==> src/design/eldf_pkg.sv <==
// Package for the escaped length frame deframer: types, constants, kind decode.
// No dependencies.
`timescale 1ns / 1ps
`default_nettype none

package eldf_pkg;

  localparam logic [7:0] EscMark   = 8'h7D;
  localparam logic [7:0] EscXor    = 8'h20;
  localparam logic [7:0] StartMark = 8'h7E;
  localparam logic [7:0] TypeRx    = 8'h90;
  localparam logic [7:0] TypeIo    = 8'h92;
  localparam logic [7:0] TypeAt    = 8'h88;

  localparam logic [1:0] KindRx      = 2'd0;
  localparam logic [1:0] KindIo      = 2'd1;
  localparam logic [1:0] KindAt      = 2'd2;
  localparam logic [1:0] KindUnknown = 2'd3;

  // Queue between front and back.
  localparam int QueueDepth = 4;
  localparam int QueuePtrW  = $clog2(QueueDepth);
  localparam int QueueCntW  = $clog2(QueueDepth + 1);

  // Result queue in the back part.
  localparam int OutDepth = 2;
  localparam int OutPtrW  = $clog2(OutDepth);
  localparam int OutCntW  = $clog2(OutDepth + 1);

  typedef enum logic [1:0] {
    PH_HUNT = 2'd0,
    PH_LENH = 2'd1,
    PH_LENL = 2'd2,
    PH_BODY = 2'd3
  } phase_e;

  // Unescaped byte plus whether it came from an escape sequence.
  typedef struct packed {
    logic [7:0] data;
    logic       escaped;
  } fe_item_t;

  typedef struct packed {
    logic [7:0]  body_byte;
    logic [15:0] body_index;
    logic        is_last;
    logic [1:0]  frame_kind;
  } body_item_t;

  function automatic logic [1:0] kind_of(input logic [7:0] t);
    logic [1:0] k;
    if (t == TypeRx) k = KindRx;
    else if (t == TypeIo) k = KindIo;
    else if (t == TypeAt) k = KindAt;
    else k = KindUnknown;
    return k;
  endfunction

endpackage

`default_nettype wire

==> src/design/eldf_front.sv <==
// Front part: accepts raw bytes and strips escape marks.
// Depends on eldf_pkg; feeds eldf_queue.
`timescale 1ns / 1ps
`default_nettype none

module eldf_front (
  input  wire logic              clk_i,
  input  wire logic              rst_ni,
  input  wire logic              push_i,
  input  wire logic [7:0]        rx_byte_i,
  output logic                   full_o,
  output logic                   q_push_o,
  output eldf_pkg::fe_item_t     q_item_o,
  input  wire logic              q_full_i
);

  logic accept;
  logic esc_pending_q, esc_pending_d;

  assign full_o = q_full_i;
  assign accept = push_i && !q_full_i;

  always_comb begin
    esc_pending_d    = esc_pending_q;
    q_push_o         = 1'b0;
    q_item_o.data    = rx_byte_i;
    q_item_o.escaped = 1'b0;
    if (accept) begin
      if (esc_pending_q) begin
        esc_pending_d    = 1'b0;
        q_item_o.data    = rx_byte_i ^ eldf_pkg::EscXor;
        q_item_o.escaped = 1'b1;
        q_push_o         = 1'b1;
      end else if (rx_byte_i == eldf_pkg::EscMark) begin
        // escape mark itself produces nothing
        esc_pending_d = 1'b1;
      end else begin
        q_push_o = 1'b1;
      end
    end
  end

  always_ff @(posedge clk_i or negedge rst_ni) begin
    if (!rst_ni) begin
      esc_pending_q <= 1'b0;
    end else begin
      esc_pending_q <= esc_pending_d;
    end
  end

endmodule

`default_nettype wire

==> src/design/eldf_queue.sv <==
// Short queue of unescaped bytes between the front and back parts.
// Depends on eldf_pkg.
`timescale 1ns / 1ps
`default_nettype none

module eldf_queue (
  input  wire logic               clk_i,
  input  wire logic               rst_ni,
  input  wire logic               push_i,
  input  wire eldf_pkg::fe_item_t wdata_i,
  output logic                    full_o,
  input  wire logic               pop_i,
  output eldf_pkg::fe_item_t      rdata_o,
  output logic                    empty_o
);

  eldf_pkg::fe_item_t mem_q [eldf_pkg::QueueDepth];
  logic [eldf_pkg::QueuePtrW-1:0] wr_ptr_q, rd_ptr_q;
  logic [eldf_pkg::QueueCntW-1:0] cnt_q;
  logic do_push, do_pop;

  assign full_o  = (cnt_q == eldf_pkg::QueueCntW'(eldf_pkg::QueueDepth));
  assign empty_o = (cnt_q == '0);
  assign do_push = push_i && !full_o;
  assign do_pop  = pop_i && !empty_o;
  assign rdata_o = mem_q[rd_ptr_q];

  always_ff @(posedge clk_i) begin
    if (do_push) begin
      mem_q[wr_ptr_q] <= wdata_i;
    end
  end

  always_ff @(posedge clk_i or negedge rst_ni) begin
    if (!rst_ni) begin
      wr_ptr_q <= '0;
      rd_ptr_q <= '0;
      cnt_q    <= '0;
    end else begin
      if (do_push) wr_ptr_q <= wr_ptr_q + eldf_pkg::QueuePtrW'(1);
      if (do_pop)  rd_ptr_q <= rd_ptr_q + eldf_pkg::QueuePtrW'(1);
      if (do_push && !do_pop)      cnt_q <= cnt_q + eldf_pkg::QueueCntW'(1);
      else if (do_pop && !do_push) cnt_q <= cnt_q - eldf_pkg::QueueCntW'(1);
    end
  end

endmodule

`default_nettype wire

==> src/design/eldf_back.sv <==
// Back part: frame state machine and result queue.
// Depends on eldf_pkg; drains eldf_queue.
`timescale 1ns / 1ps
`default_nettype none

module eldf_back (
  input  wire logic               clk_i,
  input  wire logic               rst_ni,
  input  wire logic               q_empty_i,
  input  wire eldf_pkg::fe_item_t q_item_i,
  output logic                    q_pop_o,
  input  wire logic               pop_i,
  output logic                    empty_o,
  output eldf_pkg::body_item_t    result_o
);

  eldf_pkg::phase_e phase_q, phase_d;
  logic [7:0]  len_hi_q, len_hi_d;
  logic [15:0] len_q, len_d;
  logic [15:0] pos_q, pos_d;
  logic [1:0]  kind_q, kind_d;
  logic        emit;
  logic        last;
  logic [1:0]  kind_cur;
  eldf_pkg::body_item_t res;

  eldf_pkg::body_item_t out_mem_q [eldf_pkg::OutDepth];
  logic [eldf_pkg::OutPtrW-1:0] out_wr_q, out_rd_q;
  logic [eldf_pkg::OutCntW-1:0] out_cnt_q;
  logic out_full, out_pop;

  assign out_full = (out_cnt_q == eldf_pkg::OutCntW'(eldf_pkg::OutDepth));
  assign empty_o  = (out_cnt_q == '0);
  assign out_pop  = pop_i && !empty_o;
  assign q_pop_o  = !q_empty_i && !out_full;
  assign result_o = out_mem_q[out_rd_q];

  assign last     = (pos_q == len_q);
  assign kind_cur = (pos_q == '0) ? eldf_pkg::kind_of(q_item_i.data) : kind_q;

  always_comb begin
    phase_d  = phase_q;
    len_hi_d = len_hi_q;
    len_d    = len_q;
    pos_d    = pos_q;
    kind_d   = kind_q;
    emit     = 1'b0;
    res.body_byte  = q_item_i.data;
    res.body_index = pos_q;
    res.is_last    = last;
    res.frame_kind = kind_cur;
    if (q_pop_o) begin
      case (phase_q)
        eldf_pkg::PH_HUNT: begin
          // only a raw start mark opens a frame
          if (!q_item_i.escaped && q_item_i.data == eldf_pkg::StartMark) begin
            phase_d = eldf_pkg::PH_LENH;
          end
        end
        eldf_pkg::PH_LENH: begin
          len_hi_d = q_item_i.data;
          phase_d  = eldf_pkg::PH_LENL;
        end
        eldf_pkg::PH_LENL: begin
          len_d   = {len_hi_q, q_item_i.data};
          pos_d   = '0;
          phase_d = eldf_pkg::PH_BODY;
        end
        eldf_pkg::PH_BODY: begin
          emit   = 1'b1;
          kind_d = kind_cur;
          if (last) begin
            phase_d = eldf_pkg::PH_HUNT;
            pos_d   = '0;
          end else begin
            pos_d = pos_q + 16'd1;
          end
        end
        default: begin
          phase_d = eldf_pkg::PH_HUNT;
        end
      endcase
    end
  end

  always_ff @(posedge clk_i or negedge rst_ni) begin
    if (!rst_ni) begin
      phase_q  <= eldf_pkg::PH_HUNT;
      len_hi_q <= '0;
      len_q    <= '0;
      pos_q    <= '0;
      kind_q   <= eldf_pkg::KindRx;
    end else begin
      phase_q  <= phase_d;
      len_hi_q <= len_hi_d;
      len_q    <= len_d;
      pos_q    <= pos_d;
      kind_q   <= kind_d;
    end
  end

  always_ff @(posedge clk_i) begin
    if (emit) begin
      out_mem_q[out_wr_q] <= res;
    end
  end

  always_ff @(posedge clk_i or negedge rst_ni) begin
    if (!rst_ni) begin
      out_wr_q  <= '0;
      out_rd_q  <= '0;
      out_cnt_q <= '0;
    end else begin
      if (emit)    out_wr_q <= out_wr_q + eldf_pkg::OutPtrW'(1);
      if (out_pop) out_rd_q <= out_rd_q + eldf_pkg::OutPtrW'(1);
      if (emit && !out_pop)      out_cnt_q <= out_cnt_q + eldf_pkg::OutCntW'(1);
      else if (out_pop && !emit) out_cnt_q <= out_cnt_q - eldf_pkg::OutCntW'(1);
    end
  end

endmodule

`default_nettype wire

==> src/design/escaped_length_frame_deframer_top.sv <==
// Escaped length frame deframer, top level.
// Raw serial bytes are pushed in through push/full; each is accepted at a
// clock edge with push high and full low. Escape marks are removed and the
// next byte unescaped. Bytes outside a frame are dropped; a raw 0x7E opens a
// frame, two length bytes follow, then length+1 body bytes come out as items.
// Results are read through empty/pop: while empty is low the oldest item is
// on body_byte_o, body_index_o, is_last_o and frame_kind_o, and it leaves at
// an edge with pop high. An accepted body byte is registered in the middle
// queue, then goes through the frame state machine into the result queue,
// whose head drives the result ports. Throughput is one byte per cycle
// while the result queue is not full, set by the one-byte-per-cycle state
// update in the back part. When the reader stalls, the two-entry result queue
// fills, then the four-entry middle queue, then full rises. Reset empties
// both queues, clears a pending escape and returns to hunting for 0x7E.
// Depends on eldf_pkg, eldf_front, eldf_queue, eldf_back.
`timescale 1ns / 1ps
`default_nettype none

module escaped_length_frame_deframer_top (
  input  wire logic        clk_i,
  input  wire logic        rst_ni,
  input  wire logic        push,
  input  wire logic [7:0]  rx_byte_i,
  output logic             full,
  input  wire logic        pop,
  output logic             empty,
  output logic [7:0]       body_byte_o,
  output logic [15:0]      body_index_o,
  output logic             is_last_o,
  output logic [1:0]       frame_kind_o
);

  logic                 q_push, q_full, q_pop, q_empty;
  eldf_pkg::fe_item_t   q_wdata, q_rdata;
  eldf_pkg::body_item_t result;

  eldf_front u_front (
    .clk_i     (clk_i),
    .rst_ni    (rst_ni),
    .push_i    (push),
    .rx_byte_i (rx_byte_i),
    .full_o    (full),
    .q_push_o  (q_push),
    .q_item_o  (q_wdata),
    .q_full_i  (q_full)
  );

  eldf_queue u_queue (
    .clk_i   (clk_i),
    .rst_ni  (rst_ni),
    .push_i  (q_push),
    .wdata_i (q_wdata),
    .full_o  (q_full),
    .pop_i   (q_pop),
    .rdata_o (q_rdata),
    .empty_o (q_empty)
  );

  eldf_back u_back (
    .clk_i     (clk_i),
    .rst_ni    (rst_ni),
    .q_empty_i (q_empty),
    .q_item_i  (q_rdata),
    .q_pop_o   (q_pop),
    .pop_i     (pop),
    .empty_o   (empty),
    .result_o  (result)
  );

  assign body_byte_o  = result.body_byte;
  assign body_index_o = result.body_index;
  assign is_last_o    = result.is_last;
  assign frame_kind_o = result.frame_kind;

endmodule

`default_nettype wire

==> config.mk <==
export PLATFORM = sky130hd
export DESIGN_NAME = escaped_length_frame_deframer_top
export DESIGN_NICKNAME = d
export VERILOG_FILES = /design/src/design/eldf_pkg.sv /design/src/design/eldf_front.sv /design/src/design/eldf_queue.sv /design/src/design/eldf_back.sv /design/src/design/escaped_length_frame_deframer_top.sv
export SDC_FILE = /design/constraint.sdc
export NUM_CORES = 1
export LEC_CHECK = 0
export ABC_AREA = 1
export BUFFER_PORTS_ARGS = -buffer_cell sky130_fd_sc_hd__buf_2
export CORE_MARGIN = 4
export CORE_UTILIZATION = 40
export DETAILED_ROUTE_END_ITERATION = 16
export GPL_TIMING_DRIVEN = 1
export SYNTH_ARGS = -nofsm -noshare
export SYNTH_HDL_FRONTEND = slang
export SYNTH_SLANG_ARGS = --single-unit
==> constraint.sdc <==
create_clock -name clk_i -period 5.9 [get_ports clk_i]
set_input_delay 1.475 -clock clk_i [delete_from_list [all_inputs] [get_ports clk_i]]
set_output_delay 1.475 -clock clk_i [all_outputs]
set_load 0.01 [all_outputs]
# Word level (Yosys, flattened, before mapping)
# Memories as Yosys holds them, arrays and structs flattened.
# Index checks and enable logic that the tools add are counted.
# classes
n_addsub	9
n_reduce_logical	31
eq_ne	13
bitwise_logic	1
muxes	26
# op_table
op	count
$pmux W16 S2	1
$eq A8 B8 Y1 const B	3
$add A16 B1 Y16 const B	1
$eq A16 B16 Y1	1
$eq A8 B7 Y1 const B	2
$logic_not A16 Y1	1
$mux W16	1
$mux W2	7
$mux W7	2
$mux W1	12
$logic_and A1 B1 Y1	10
$logic_not A1 Y1	9
$pmux W2 S4	1
$reduce_and A2 Y1	4
$add A2 B1 Y2 const B	3
$eq A2 B2 Y1 const B	3
$mux W3	2
$reduce_bool A2 Y1	3
$logic_not A2 Y1	2
$ne A2 B1 Y1 const B	2
$add A3 B1 Y3 const B	1
$eq A3 B3 Y1 const B	1
$logic_not A3 Y1	1
$reduce_and A3 Y1	1
other kinds (5)	6
# word_totals
mem_count	2
wordCells	94
ramBits	90
out_inout_bits	29
ff_bits	56
in_bits	12
# memory_table
name	words	word_bits	rd	rd_clocked_by_memory_dff	wr	line_no	text
u_back.out_mem_q	2	27	1	0	1	eldf_back.sv:27	eldf_pkg::body_item_t out_mem_q [eldf_pkg::OutDepth];
u_queue.mem_q	4	9	1	0	1	eldf_queue.sv:17	eldf_pkg::fe_item_t mem_q [eldf_pkg::QueueDepth];

# Logic depth before layout (Yosys ltp)
# Gate-level depths: netlist of run 1.
# logic_depth
depth_word	9
ltp_mapped	13

# Hierarchy
# A second synthesis of run 1 with hierarchy kept.
# hier_totals
cells_unflattened	710
area_unflattened_um2	6791.5
# by_module_without_submodules
mod	area_each_um2	seq_area_each_um2	cells_per_inst	n_inst
eldf_back	4723.3	2822.7	516	1
eldf_queue	1883.1	1256.2	165	1
eldf_front	185.2	25.0	29	1

# Worst setup path after synthesis of run 1
# OpenSTA, ideal clock, no wires.
# synth_timing
kind	input to register
start	in rx_byte_i[3]
end	reg u_queue.cnt_q[2] (netlist name)
path_stages	11
path_slack_ns	2.967
t_required_ns	5.769
n_path_buf	0
arrival_time_ns	2.803
cell_sequence	nand4_1 nor3_1 nand4_1 nand2_1 inv_1 ha_1 inv_1 fa_1 a21oi_1 o21ai_0 xor2_1
# synth_via
elab_chain_cells	8
# synth_lines
item	line_no	text
start: declaration	escaped_length_frame_deframer_top.sv:23	input wire logic [7:0] rx_byte_i,
$eq A8 B7 Y1 (*)	eldf_front.sv:34	end else if (rx_byte_i == eldf_pkg::EscMark) begin
$mux W1 (*)	eldf_front.sv:34	
$mux W1 (*)	eldf_front.sv:29	if (esc_pending_q) begin
$mux W1 (*)	eldf_front.sv:28	if (accept) begin
$logic_and A1 B1 Y1 (*)	eldf_queue.sv:24	assign do_push = push_i && !full_o;
via u_queue.do_push	eldf_queue.sv:20	logic do_push, do_pop;
$logic_not A1 Y1	eldf_queue.sv:43	else if (do_pop && !do_push) cnt_q <= cnt_q - eldf_pkg::QueueCntW'(1);
$logic_and A1 B1 Y1	eldf_queue.sv:43	
$reduce_bool A2 Y1 (no source line)	n/a	
end signal: assignment	eldf_queue.sv:42	if (do_push && !do_pop) cnt_q <= cnt_q + eldf_pkg::QueueCntW'(1);
end signal: assignment	eldf_queue.sv:43	
end: declaration	eldf_queue.sv:19	logic [eldf_pkg::QueueCntW-1:0] cnt_q;
# Mark *: on every way through the listed nets, which the timed path passes. The rest lies on a longest branch.
# A chain may end at the register's enable or synchronous reset.

# Final worst setup path of run 1
# layout_timing
start	reg u_back.out_rd_q
end	out body_byte_o[7]
# layout_via
elab_chain_cells	1
# layout_lines
item	line_no	text
start: declaration	eldf_back.sv:28	logic [eldf_pkg::OutPtrW-1:0] out_wr_q, out_rd_q;
start signal: assignment	eldf_back.sv:115	if (out_pop) out_rd_q <= out_rd_q + eldf_pkg::OutPtrW'(1);
$mem_v2 Z2 W27	n/a	
end: declaration	escaped_length_frame_deframer_top.sv:27	output logic [7:0] body_byte_o,
# No other way between the ends.

==> impl_metrics.csv, run 1 <==
group,metric,value,unit
status,outcome,"finished, final reports clean",
cts,post_cts_buffers,0,
cts,cts.repair.resized,0,
placement,placed_area,6930,um2
worst_setup_path,ff2ff_path_depth,6,
global_route,antenna_found_initial,0,
timing,fmax,332,MHz
synthesis,synthTopCellsByArea,"edfxtp_1, dfrtp_1, nand2_1, inv_1, nor2_1",
placement,gp_congestion,0.832,
detailed_routing,drtIter0Drc,304,
detailed_routing,wire_per_inst,13.3,um
timing,tns,0,ns
synthesis,syn_avg_cell_area,9.61,um2
worst_setup_path,critPathLaunchType,"flip-flop",
timing,period_needed,3.01,ns
floorplanning,rows,46,
power,peakVddDrop,0.301,mV
final_layout,num_antenna_cells,0,
detailed_routing,drtPass1Iterations,5,
placement,port_buffers,40,
cts,cts-buffers-inserted,17,
synthesis,yosys_warnings,0,
floorplanning,die_y,136,um
cts,cts.sinks,146,
synthesis,ys_async_sr_fraction,38.4,%
worst_setup_path,path_class,"flip-flop to output pin",
final_layout,final_layout_size_suffix_gt1_share,12.5,%
detailed_routing,route.detailed.vias_per_inst,4.72,
placement,dp_hpwl,8800,um
timing,maxSlewViolCount,0,
synthesis,yosysUniqueCellTypes,29,
synthesis,yosysSeqAreaShare,63.0,%
global_route,grt-ovfl-total,0,
worst_setup_path,critical_path_arrival,1.53,ns
power,p_per_area,520,nW/um2
final_layout,nNetsFinal,749,
placement,dp.cells,921,
synthesis,ys.flop_type,"edfxtp_1",
global_route,grt_pass1_vias,4285,
final_layout,design_area,7520,um2
synthesis,synth_area,6510,um2
timing,maxSlewHeadroom,43.6,%
floorplanning,initial_core_util,40.9,%
timing,rsz0062_at_grt,"no",
placement,place_ws,2.62,ns
min_path,hold_depth,2,
power,p_total,3.91,mW
cts,cts_hold_buffers,0,
synthesis,syn_inst,678,
synthesis,synth_edf_count,90,
final_layout,nFillCells,1479,
cts,cts_tree,"done",
cts,clk_pin_slew,0.06,ns
cts,cts_root_buf,"clkbuf_16",
final_layout,final_cells,953,
worst_setup_path,path_max_fanout,28,
global_route,grt_max_degree,57,
timing,tightest_slew,0.843,ns
global_route,track_usage,14.8,%
timing,skew,0.00670,ns
worst_setup_path,critPathRequiredTime,4.43,ns
final_layout,final_util,47.2,%
floorplanning,top_level_ports,41,
detailed_routing,vias,4494,
synthesis,yosys_register_bits,146,
floorplanning,dieArea,18400,um2
timing,setup_ws,2.89,ns
floorplanning,die_w,136,um
synthesis,synth_nets,703,
detailed_routing,drc_errors,0,
timing,period_share,51.0,%
power,p_leak,3.35,nW
detailed_routing,postRouteAntennaNets,0,
min_path,hold_class,"flip-flop to flip-flop",
worst_setup_path,cp-startpoint,"u_back.out_rd_q",
worst_setup_path,r2r-start,"u_queue.cnt_q[0]",
final_layout,syn_to_final_growth,15.4,%
timing,hold_viol,0,
synthesis,synth_top_area_cell,"edfxtp_1",
cts,insertion_delay,0.41,ns
worst_setup_path,cp-end-kind,"output pin",
synthesis,yosysTopAreaCellShare,41.5,%
cts,cts.path.max_buffers,2,
timing,holdWs,0.480,ns
min_path,hold_start,"u_back.len_hi_q[1]",
global_route,grt_pass1_wl,21000,um
timing,setup_viol,0,
job,maxCapViolCount,0,
cts,htreeDepth,4,
floorplanning,core,15900,um2
detailed_routing,routed_wl,12700,um
==> final timing paths <==
path | end | slack [ns]
worst max-delay path | body_byte_o[7] | 2.89
worst min-delay path | u_back.len_q[9] | 0.48
worst max register to register | u_back.out_mem_q[0][11] | 3.35
worst min register to register | u_back.len_q[9] | 0.48
max in group asynchronous | u_back.len_q[15] | 4.22
min in group asynchronous | u_queue.wr_ptr_q[0] | 1.19
==> where the power goes <==
part           switching, mW  internal (mW)
clock                  0.371          0.698
combinational          0.891          0.408
sequential             0.153           1.39
total                   1.42           2.50
==> worst max-delay path, stage by stage (launching register included) <==
cell and delay, ns:
dfrtp_1 0.38, inv_2 0.40, nand2_1 0.11, nand2_1 0.10
buf_2 0.13
==> sequential cells by signal (all words and copies together), names as in the netlist, 2 cells and up <==
register,count
u_back.phase_q,2
u_back.out_mem_q,54
u_back.pos_q,16
u_queue.cnt_q,3
u_back.len_hi_q,8
u_queue.wr_ptr_q,2
u_queue.mem_q,36
u_back.out_cnt_q,2
u_back.kind_q,2
u_queue.rd_ptr_q,2
u_back.len_q,16
==> synth_stat cells, types with 2 or more instances <==
| library cell | number |
|---|---|
| a21oi_1 | 6 |
| buf_2 | 6 |
| buf_4 | 4 |
| clkbuf_1 | 6 |
| dfrtp_1 | 56 |
| edfxtp_1 | 90 |
| ha_1 | 12 |
| inv_1 | 60 |
| inv_2 | 9 |
| nand2_1 | 257 |
| nand2_2 | 3 |
| nand2_4 | 2 |
| nand3_1 | 33 |
| nand3b_1 | 2 |
| nand4_1 | 8 |
| nor2_1 | 53 |
| nor2_2 | 2 |
| nor3_1 | 11 |
| o21ai_0 | 36 |
| or2_2 | 2 |
| xnor2_1 | 2 |
| xor2_1 | 11 |
==> per-layer routing <==
layer	up-vias	track usage, %	wire, um
met2	101	25.3	6430
li1	2280	-	-
met3	18	3.71	529
met4	0	6.38	214
met1	2095	17.7	5490
met5	-	0	0
==> cell usage in the layout, fill, tap and decap left out <==
cell type	netlist	layout
buf_2	6	40
nand3b_1	2	2
o21a_1	1	1
nor3_1	11	11
nand2_4	2	2
buf_4	4	4
clkbuf_8	0	3
nor3_2	1	1
nor2_1	53	51
nand3_1	33	33
or2_2	2	2
nand2_2	3	3
edfxtp_1	90	90
nand4_1	8	8
o21ai_0	36	36
a21oi_1	6	6
nand2_1	257	257
clkbuf_16	0	17
nor2_2	2	4
a21oi_2	1	1
clkbuf_1	6	7
clkinv_2	0	2
xor2_1	11	11
inv_1	60	60
fa_1	1	1
dfrtp_1	56	56
xnor2_1	2	2
inv_2	9	9
a21oi_4	1	1
ha_1	12	12
bufinv_16	0	3
a31oi_1	1	1
==> cells by family (layout without fill, tap and decap cells) <==
kind of cell | Yosys count | count (layout) | synth area share [%]
buf+inv | 86 | 145 | 5.42
xor+xnor | 13 | 13 | 1.75
compound gates | 46 | 46 | 3.82
simple gates | 374 | 374 | 23.4
fa+ha+maj | 13 | 13 | 2.61
flops | 146 | 146 | 63.0
==> layout make-up <==
class / count / area, um2 / area share [%]
Tap cell: 216 / 270 / 3.59
Multi-Input combinational cell: 446 / 2060 / 27.4
Inverter: 69 / 259 / 3.44
Clock buffer: 27 / 493 / 6.56
Clock inverter: 5 / 100 / 1.33
Sequential cell: 146 / 4100 / 54.6
Timing Repair Buffer: 44 / 230 / 3.06
(Power assumes the default switching activity.)
==> run 2, diff against run 1 <==
ABC_AREA = 0   (was 1)
clock period = 3 ns   (was 5.9 ns; I/O delays follow)
==> run 2 against run 1 <==
  * Clock skew rose by 0.0030 ns
  * Sequential power grew 110%
  * Largest cell class unchanged
  * Clock-buffer cell count is 7 lower
  * Utilization up 0.56 points
  * Largest power group unchanged
  * Total power grew 96%
  * Register-to-register slack got worse by 2.9 ns
==> impl_metrics.csv, run 2 <==
group,metric,value,unit
global_route,antenna_found_initial,0,
floorplanning,dieArea,17500,um2
cts,cts-buffers-inserted,17,
timing,rsz0062_at_grt,"no",
synthesis,syn_avg_cell_area,15.9,um2
synthesis,synth_common_cells,"edfxtp_1, dfrtp_1, mux2_2, nor2_1, xor2_1",
job,maxCapViolCount,0,
synthesis,yosysUniqueCellTypes,46,
placement,port_buffers,40,
cts,cts.sinks,146,
synthesis,yosys_warnings,0,
power,p_total,7.66,mW
power,peakVddDrop,0.527,mV
worst_setup_path,critPathRequiredTime,3.16,ns
floorplanning,core,15100,um2
placement,placed_area,6650,um2
placement,gp_congestion,0.754,
detailed_routing,drc_errors,0,
global_route,grt_max_degree,37,
final_layout,design_area,7230,um2
timing,skew,0.00971,ns
final_layout,multi_input_area,1970,um2
global_route,track_usage,13.9,%
final_layout,largest_reg_flops,54,
cts,cts_tree,"done",
global_route,grt_pass1_wl,19000,um
worst_setup_path,cp-end-kind,"flip-flop",
timing,tightest_slew,0.859,ns
final_layout,nNetsFinal,472,
worst_setup_path,critPathLaunchType,"flip-flop",
global_route,grt_pass1_vias,3656,
final_layout,nFillCells,1291,
detailed_routing,postRouteAntennaNets,0,
final_layout,register_area,4100,um2
synthesis,synthXorXnorAreaFrac,5.83,%
detailed_routing,wire_per_inst,17.4,um
final_layout,mostFrequentLayoutCells,"edfxtp_1, mux2_2, dfrtp_1",
detailed_routing,route.detailed.vias_per_inst,5.11,
cts,insertion_delay,0.41,ns
floorplanning,die_w,132,um
timing,hold_viol,0,
status,outcome,"finished, final reports clean",
worst_setup_path,path_class,"flip-flop to flip-flop",
timing,period_share,85.0,%
final_layout,syn_to_final_growth,17.3,%
placement,place_ws,0.407,ns
power,p_leak,2.82,nW
worst_setup_path,slowest_stage,"or3_1",
synthesis,synth_nets,413,
timing,setup_ws,0.451,ns
synthesis,synthTopCellsByArea,"edfxtp_1, dfrtp_1, mux2_2, xor2_1, mux4_2",
floorplanning,top_level_ports,41,
synthesis,ys_async_sr_fraction,38.4,%
detailed_routing,vias,3312,
timing,period_needed,2.55,ns
timing,setup_viol,0,
synthesis,synth-simple-area-share,7.41,%
synthesis,yosys_register_bits,146,
timing,fmax,392,MHz
synthesis,synth_top_family_by_area,"multiplexers",
timing,maxSlewViolCount,0,
min_path,hold_class,"input pin to asynchronous set/reset pin",
synthesis,synth_area,6160,um2
timing,tns,0,ns
final_layout,regMostFlops,"u_back.out_mem_q",
power,p_per_area,1060,nW/um2
timing,holdWs,0.459,ns
worst_setup_path,path_max_fanout,20,
synthesis,synth_mux_area_share,13.8,%
synthesis,synth_compound_area_share,2.05,%
synthesis,synth.most_common_cell,"edfxtp_1",
synthesis,synth_top_area_cell,"edfxtp_1",
cts,cts_root_buf,"clkbuf_16",
floorplanning,rows,45,
cts,clk_pin_slew,0.06,ns
cts,cts.repair.resized,0,
cts,htreeDepth,4,
worst_setup_path,critical_path_arrival,2.71,ns
floorplanning,die_y,132,um
cts,post_cts_buffers,0,
final_layout,final_layout_size_suffix_gt1_share,31.1,%
final_layout,mostFrequentLayoutCell,"edfxtp_1",
cts,cts_hold_buffers,0,
floorplanning,initial_core_util,40.7,%
worst_setup_path,crit_path_max_incr_delay,0.45,ns
worst_setup_path,worstPathCellList,"or3_1 -> nand3_1 -> clkinv_1 -> and2_1 -> buf_12",
synthesis,yosysSeqAreaShare,66.6,%
final_layout,num_antenna_cells,0,
timing,maxSlewHeadroom,42.8,%
synthesis,synth_fa_ha_area_share,2.76,%
synthesis,ys.flop_type,"edfxtp_1",
detailed_routing,drtIter0Drc,115,
detailed_routing,drtPass1Iterations,5,
final_layout,largestRegisters,"u_back.out_mem_q (54), u_queue.mem_q (36)",
placement,dp_hpwl,7790,um
detailed_routing,routed_wl,11300,um
synthesis,yosysTopAreaCellShare,43.9,%
synthesis,synth_edf_count,90,
cts,cts.path.max_buffers,2,
synthesis,syn_inst,388,
global_route,grt-ovfl-total,0,
## run 2: cell types whose count changed after synthesis, moves of 15 or more
cell and change:
mux2_2 +56, xnor2_1 +15, inv_1 -49, nand3_1 -27, o21ai_0 -34, nand2_1 -248
nor2_1 -26
## run 2: per-stage QoR
| stage | util, % | instances |
|---|---|---|
| 2_1_floorplan | - | 388 |
| 3_3_place_gp | 43.9 | 616 |
| 3_5_place_dp | 43.9 | 616 |
| 4_1_cts | 47.7 | 648 |
| 5_1_grt | 47.7 | 648 |
| 6_report | 47.7 | 648 |
## run 2: final timing paths
path	to	from	slack [ns]	depth (start not counted)
worst min-delay path	u_queue.rd_ptr_q[1]	rst_ni	0.46	1
min in group clk_i	u_back.out_rd_q	u_back.out_rd_q	0.48	1
worst min register to register	u_back.out_rd_q	u_back.out_rd_q	0.48	1
worst max register to register	u_back.out_mem_q[1][20]	u_queue.cnt_q[0]	0.45	5
max in group asynchronous	u_back.pos_q[3]	rst_ni	1.87	2
worst max-delay path	u_back.out_mem_q[1][20]	u_queue.cnt_q[0]	0.45	5
## run 2: area by class of cell
| cell class | instances | area share, % |
|---|---|---|
| tap | 188 | 3.25 |
| inverter | 12 | 0.623 |
| clock inverter | 12 | 1.94 |
| sequential | 146 | 56.8 |
| clock buffer | 20 | 6.04 |
| timing repair buffer | 50 | 4.15 |
| multi-input combinational | 220 | 27.2 |
## run 2: per-layer routing
metal | up-vias | part of all wire (%) | GRT usage [%]
met1 | 1677 | 46 | 17.4
met2 | 60 | 49 | 23.3
met3 | 10 | 4.0 | 4.58
met5 | - | 0 | 0
met4 | 0 | 1.2 | 4.03
li1 | 1565 | - | -
## run 2: where the power goes
part | total (mW) | internal [mW] | switching (mW)
combinational | 2.45 | 1.18 | 1.28
sequential | 3.16 | 2.83 | 0.328
clock | 2.05 | 1.29 | 0.761
total | 7.66 | 5.30 | 2.37
## run 2: kinds of logic (layout without fill, tap and decap cells)
group                      after synthesis  after routing
xor gates and xnor gates                41             41
adders and majority gates               13             13
DFF                                    146            146
AOI/OAI and AO/OA                       17             17
buffers and inverters                   22             94
muxes                                   66             66
and+or+nand+nor                         83             83
## run 2: critical path, delay by kind of cell (launching register included)
kind | cells | cell delay [ns]
simple gates | 3 | 1.22
buf+inv | 2 | 0.63
flops | 1 | 0.43
==> run 3, diff against run 2 <==
clock period = 2.5 ns   (was 3 ns; I/O delays follow)
==> run 3 against run 2 <==
  * Clock power increased by 25%
  * Flip-flop and latch count unchanged
  * First-iteration DRC count grew 67%
  * Non-clock buffer count is 15 higher
  * Register-to-register slack worse by 0.34 ns
  * Critical endpoint is now u_back.out_mem_q[1][0]
==> impl_metrics.csv, run 3 (synthesized netlist as in run 2, its figures left out) <==
group,metric,value,unit
worst_setup_path,critical_path_arrival,2.55,ns
cts,cts_root_buf,"clkbuf_16",
placement,dp_hpwl,7780,um
global_route,antenna_found_initial,0,
placement,place_ws,0.0388,ns
final_layout,largest_reg_flops,54,
floorplanning,dieArea,17500,um2
worst_setup_path,cp-end-kind,"flip-flop",
worst_setup_path,path_class,"flip-flop to flip-flop",
power,peakVddDrop,0.568,mV
timing,setup_viol,0,
cts,post_cts_buffers,0,
placement,port_buffers,40,
cts,cts_hold_buffers,0,
detailed_routing,vias,3389,
timing,rsz0062_at_grt,"no",
detailed_routing,met1Wirelength,5120,um
cts,htreeDepth,4,
placement,gp_congestion,0.821,
timing,maxSlewHeadroom,31.8,%
timing,period_share,95.6,%
placement,dp.cells,631,
min_path,hold_class,"input pin to asynchronous set/reset pin",
global_route,grt_pass1_vias,3594,
timing,tightest_slew,1.02,ns
final_layout,final_cells,663,
worst_setup_path,slowest_stage,"mux4_2",
detailed_routing,postRouteAntennaNets,0,
detailed_routing,wl_met3,380,um
timing,setup_ws,0.109,ns
final_layout,mostFrequentLayoutCell,"edfxtp_1",
final_layout,syn_to_final_growth,19.9,%
floorplanning,initial_core_util,40.7,%
cts,cts.path.max_buffers,2,
power,p_leak,2.92,nW
global_route,grt_max_degree,57,
worst_setup_path,critPathRequiredTime,2.66,ns
worst_setup_path,path_max_fanout,6,
global_route,grt_pass1_wl,18800,um
worst_setup_path,worstPathCellList,"buf_12 -> mux4_2 -> nor4b_2 -> nand3_1 -> mux2_2",
detailed_routing,wl_met2,5670,um
timing,tns,0,ns
detailed_routing,wire_per_inst,17.2,um
detailed_routing,drc_errors,0,
floorplanning,die_w,132,um
final_layout,nFillCells,1268,
timing,period_needed,2.39,ns
worst_setup_path,critPathBufInv,1,
cts,cts.sinks,146,
final_layout,register_area,4100,um2
global_route,track_usage,14.0,%
timing,fmax,418,MHz
worst_setup_path,crit_path_max_incr_delay,0.57,ns
final_layout,final_util,48.8,%
global_route,grt-ovfl-total,0,
floorplanning,top_level_ports,41,
detailed_routing,drtPass1Iterations,4,
detailed_routing,routed_wl,11400,um
cts,cts.repair.resized,0,
power,p_per_area,1280,nW/um2
detailed_routing,route.detailed.vias_per_inst,5.11,
floorplanning,rows,45,
final_layout,design_area,7390,um2
timing,holdWs,0.195,ns
detailed_routing,drtIter0Drc,192,
timing,skew,0.00646,ns
worst_setup_path,critPathLaunchType,"flip-flop",
floorplanning,core,15100,um2
job,maxCapViolCount,0,
cts,cts-buffers-inserted,17,
status,outcome,"finished, final reports clean",
power,p_total,9.46,mW
floorplanning,die_y,132,um
final_layout,largestRegisters,"u_back.out_mem_q (54), u_queue.mem_q (36)",
timing,hold_viol,0,
final_layout,mostFrequentLayoutCells,"edfxtp_1, mux2_2, dfrtp_1",
final_layout,nNetsFinal,487,
final_layout,num_antenna_cells,0,
timing,maxSlewViolCount,0,
cts,clk_pin_slew,0.06,ns
worst_setup_path,crit_family,"multiplexers",
placement,placed_area,6780,um2
final_layout,multi_input_area,1970,um2
cts,insertion_delay,0.42,ns
final_layout,regMostFlops,"u_back.out_mem_q",
detailed_routing,dr.max_layer_used,"met4",
final_layout,final_layout_size_suffix_gt1_share,34.1,%
cts,cts_tree,"done",
==> run 3: worst register-to-register path: cells and delay by family (launching register included) <==
family	cells	cell delay, ns
buffers and inverters	1	0.17
DFF	1	0.51
muxes	2	0.87
and+or+nand+nor	2	0.59
==> run 3: layout make-up <==
type                            count  area share, %
Sequential cell                   146           55.6
Multi-Input combinational cell    220           26.6
Clock buffer                       23           6.47
Timing Repair Buffer               65           5.76
Clock inverter                      9           1.78
Tap cell                          188           3.18
Inverter                           12          0.610
==> run 3: metal layers <==
| metal | up-vias | GRT usage (%) |
|---|---|---|
| li1 | 1596 | - |
| met1 | 1712 | 17.5 |
| met2 | 63 | 23.0 |
| met3 | 18 | 3.28 |
| met4 | 0 | 6.77 |
| met5 | - | 0 |
==> run 3: path summary, 6_finish.rpt <==
kind | startpoint | end | slack (ns) | cells after the start
min in group clk_i | rx_byte_i[2] | u_queue.mem_q[1][3] | 0.43 | 1
worst min-delay path | rst_ni | u_front.esc_pending_q | 0.20 | 2
worst max-delay path | u_queue.rd_ptr_q[0] | u_back.out_mem_q[1][0] | 0.11 | 5
worst min register to register | u_queue.cnt_q[2] | u_queue.cnt_q[2] | 0.49 | 1
max in group asynchronous | rst_ni | u_back.pos_q[11] | 2.04 | 2
worst max register to register | u_queue.rd_ptr_q[0] | u_back.out_mem_q[1][0] | 0.11 | 5
==> run 3: report_power, final <==
group          internal (mW)  leakage, nW  switching [mW]
clock                   1.65        0.289           0.922
sequential              3.39         1.52           0.407
combinational           1.53         1.11            1.56
total                   6.57         2.92            2.89
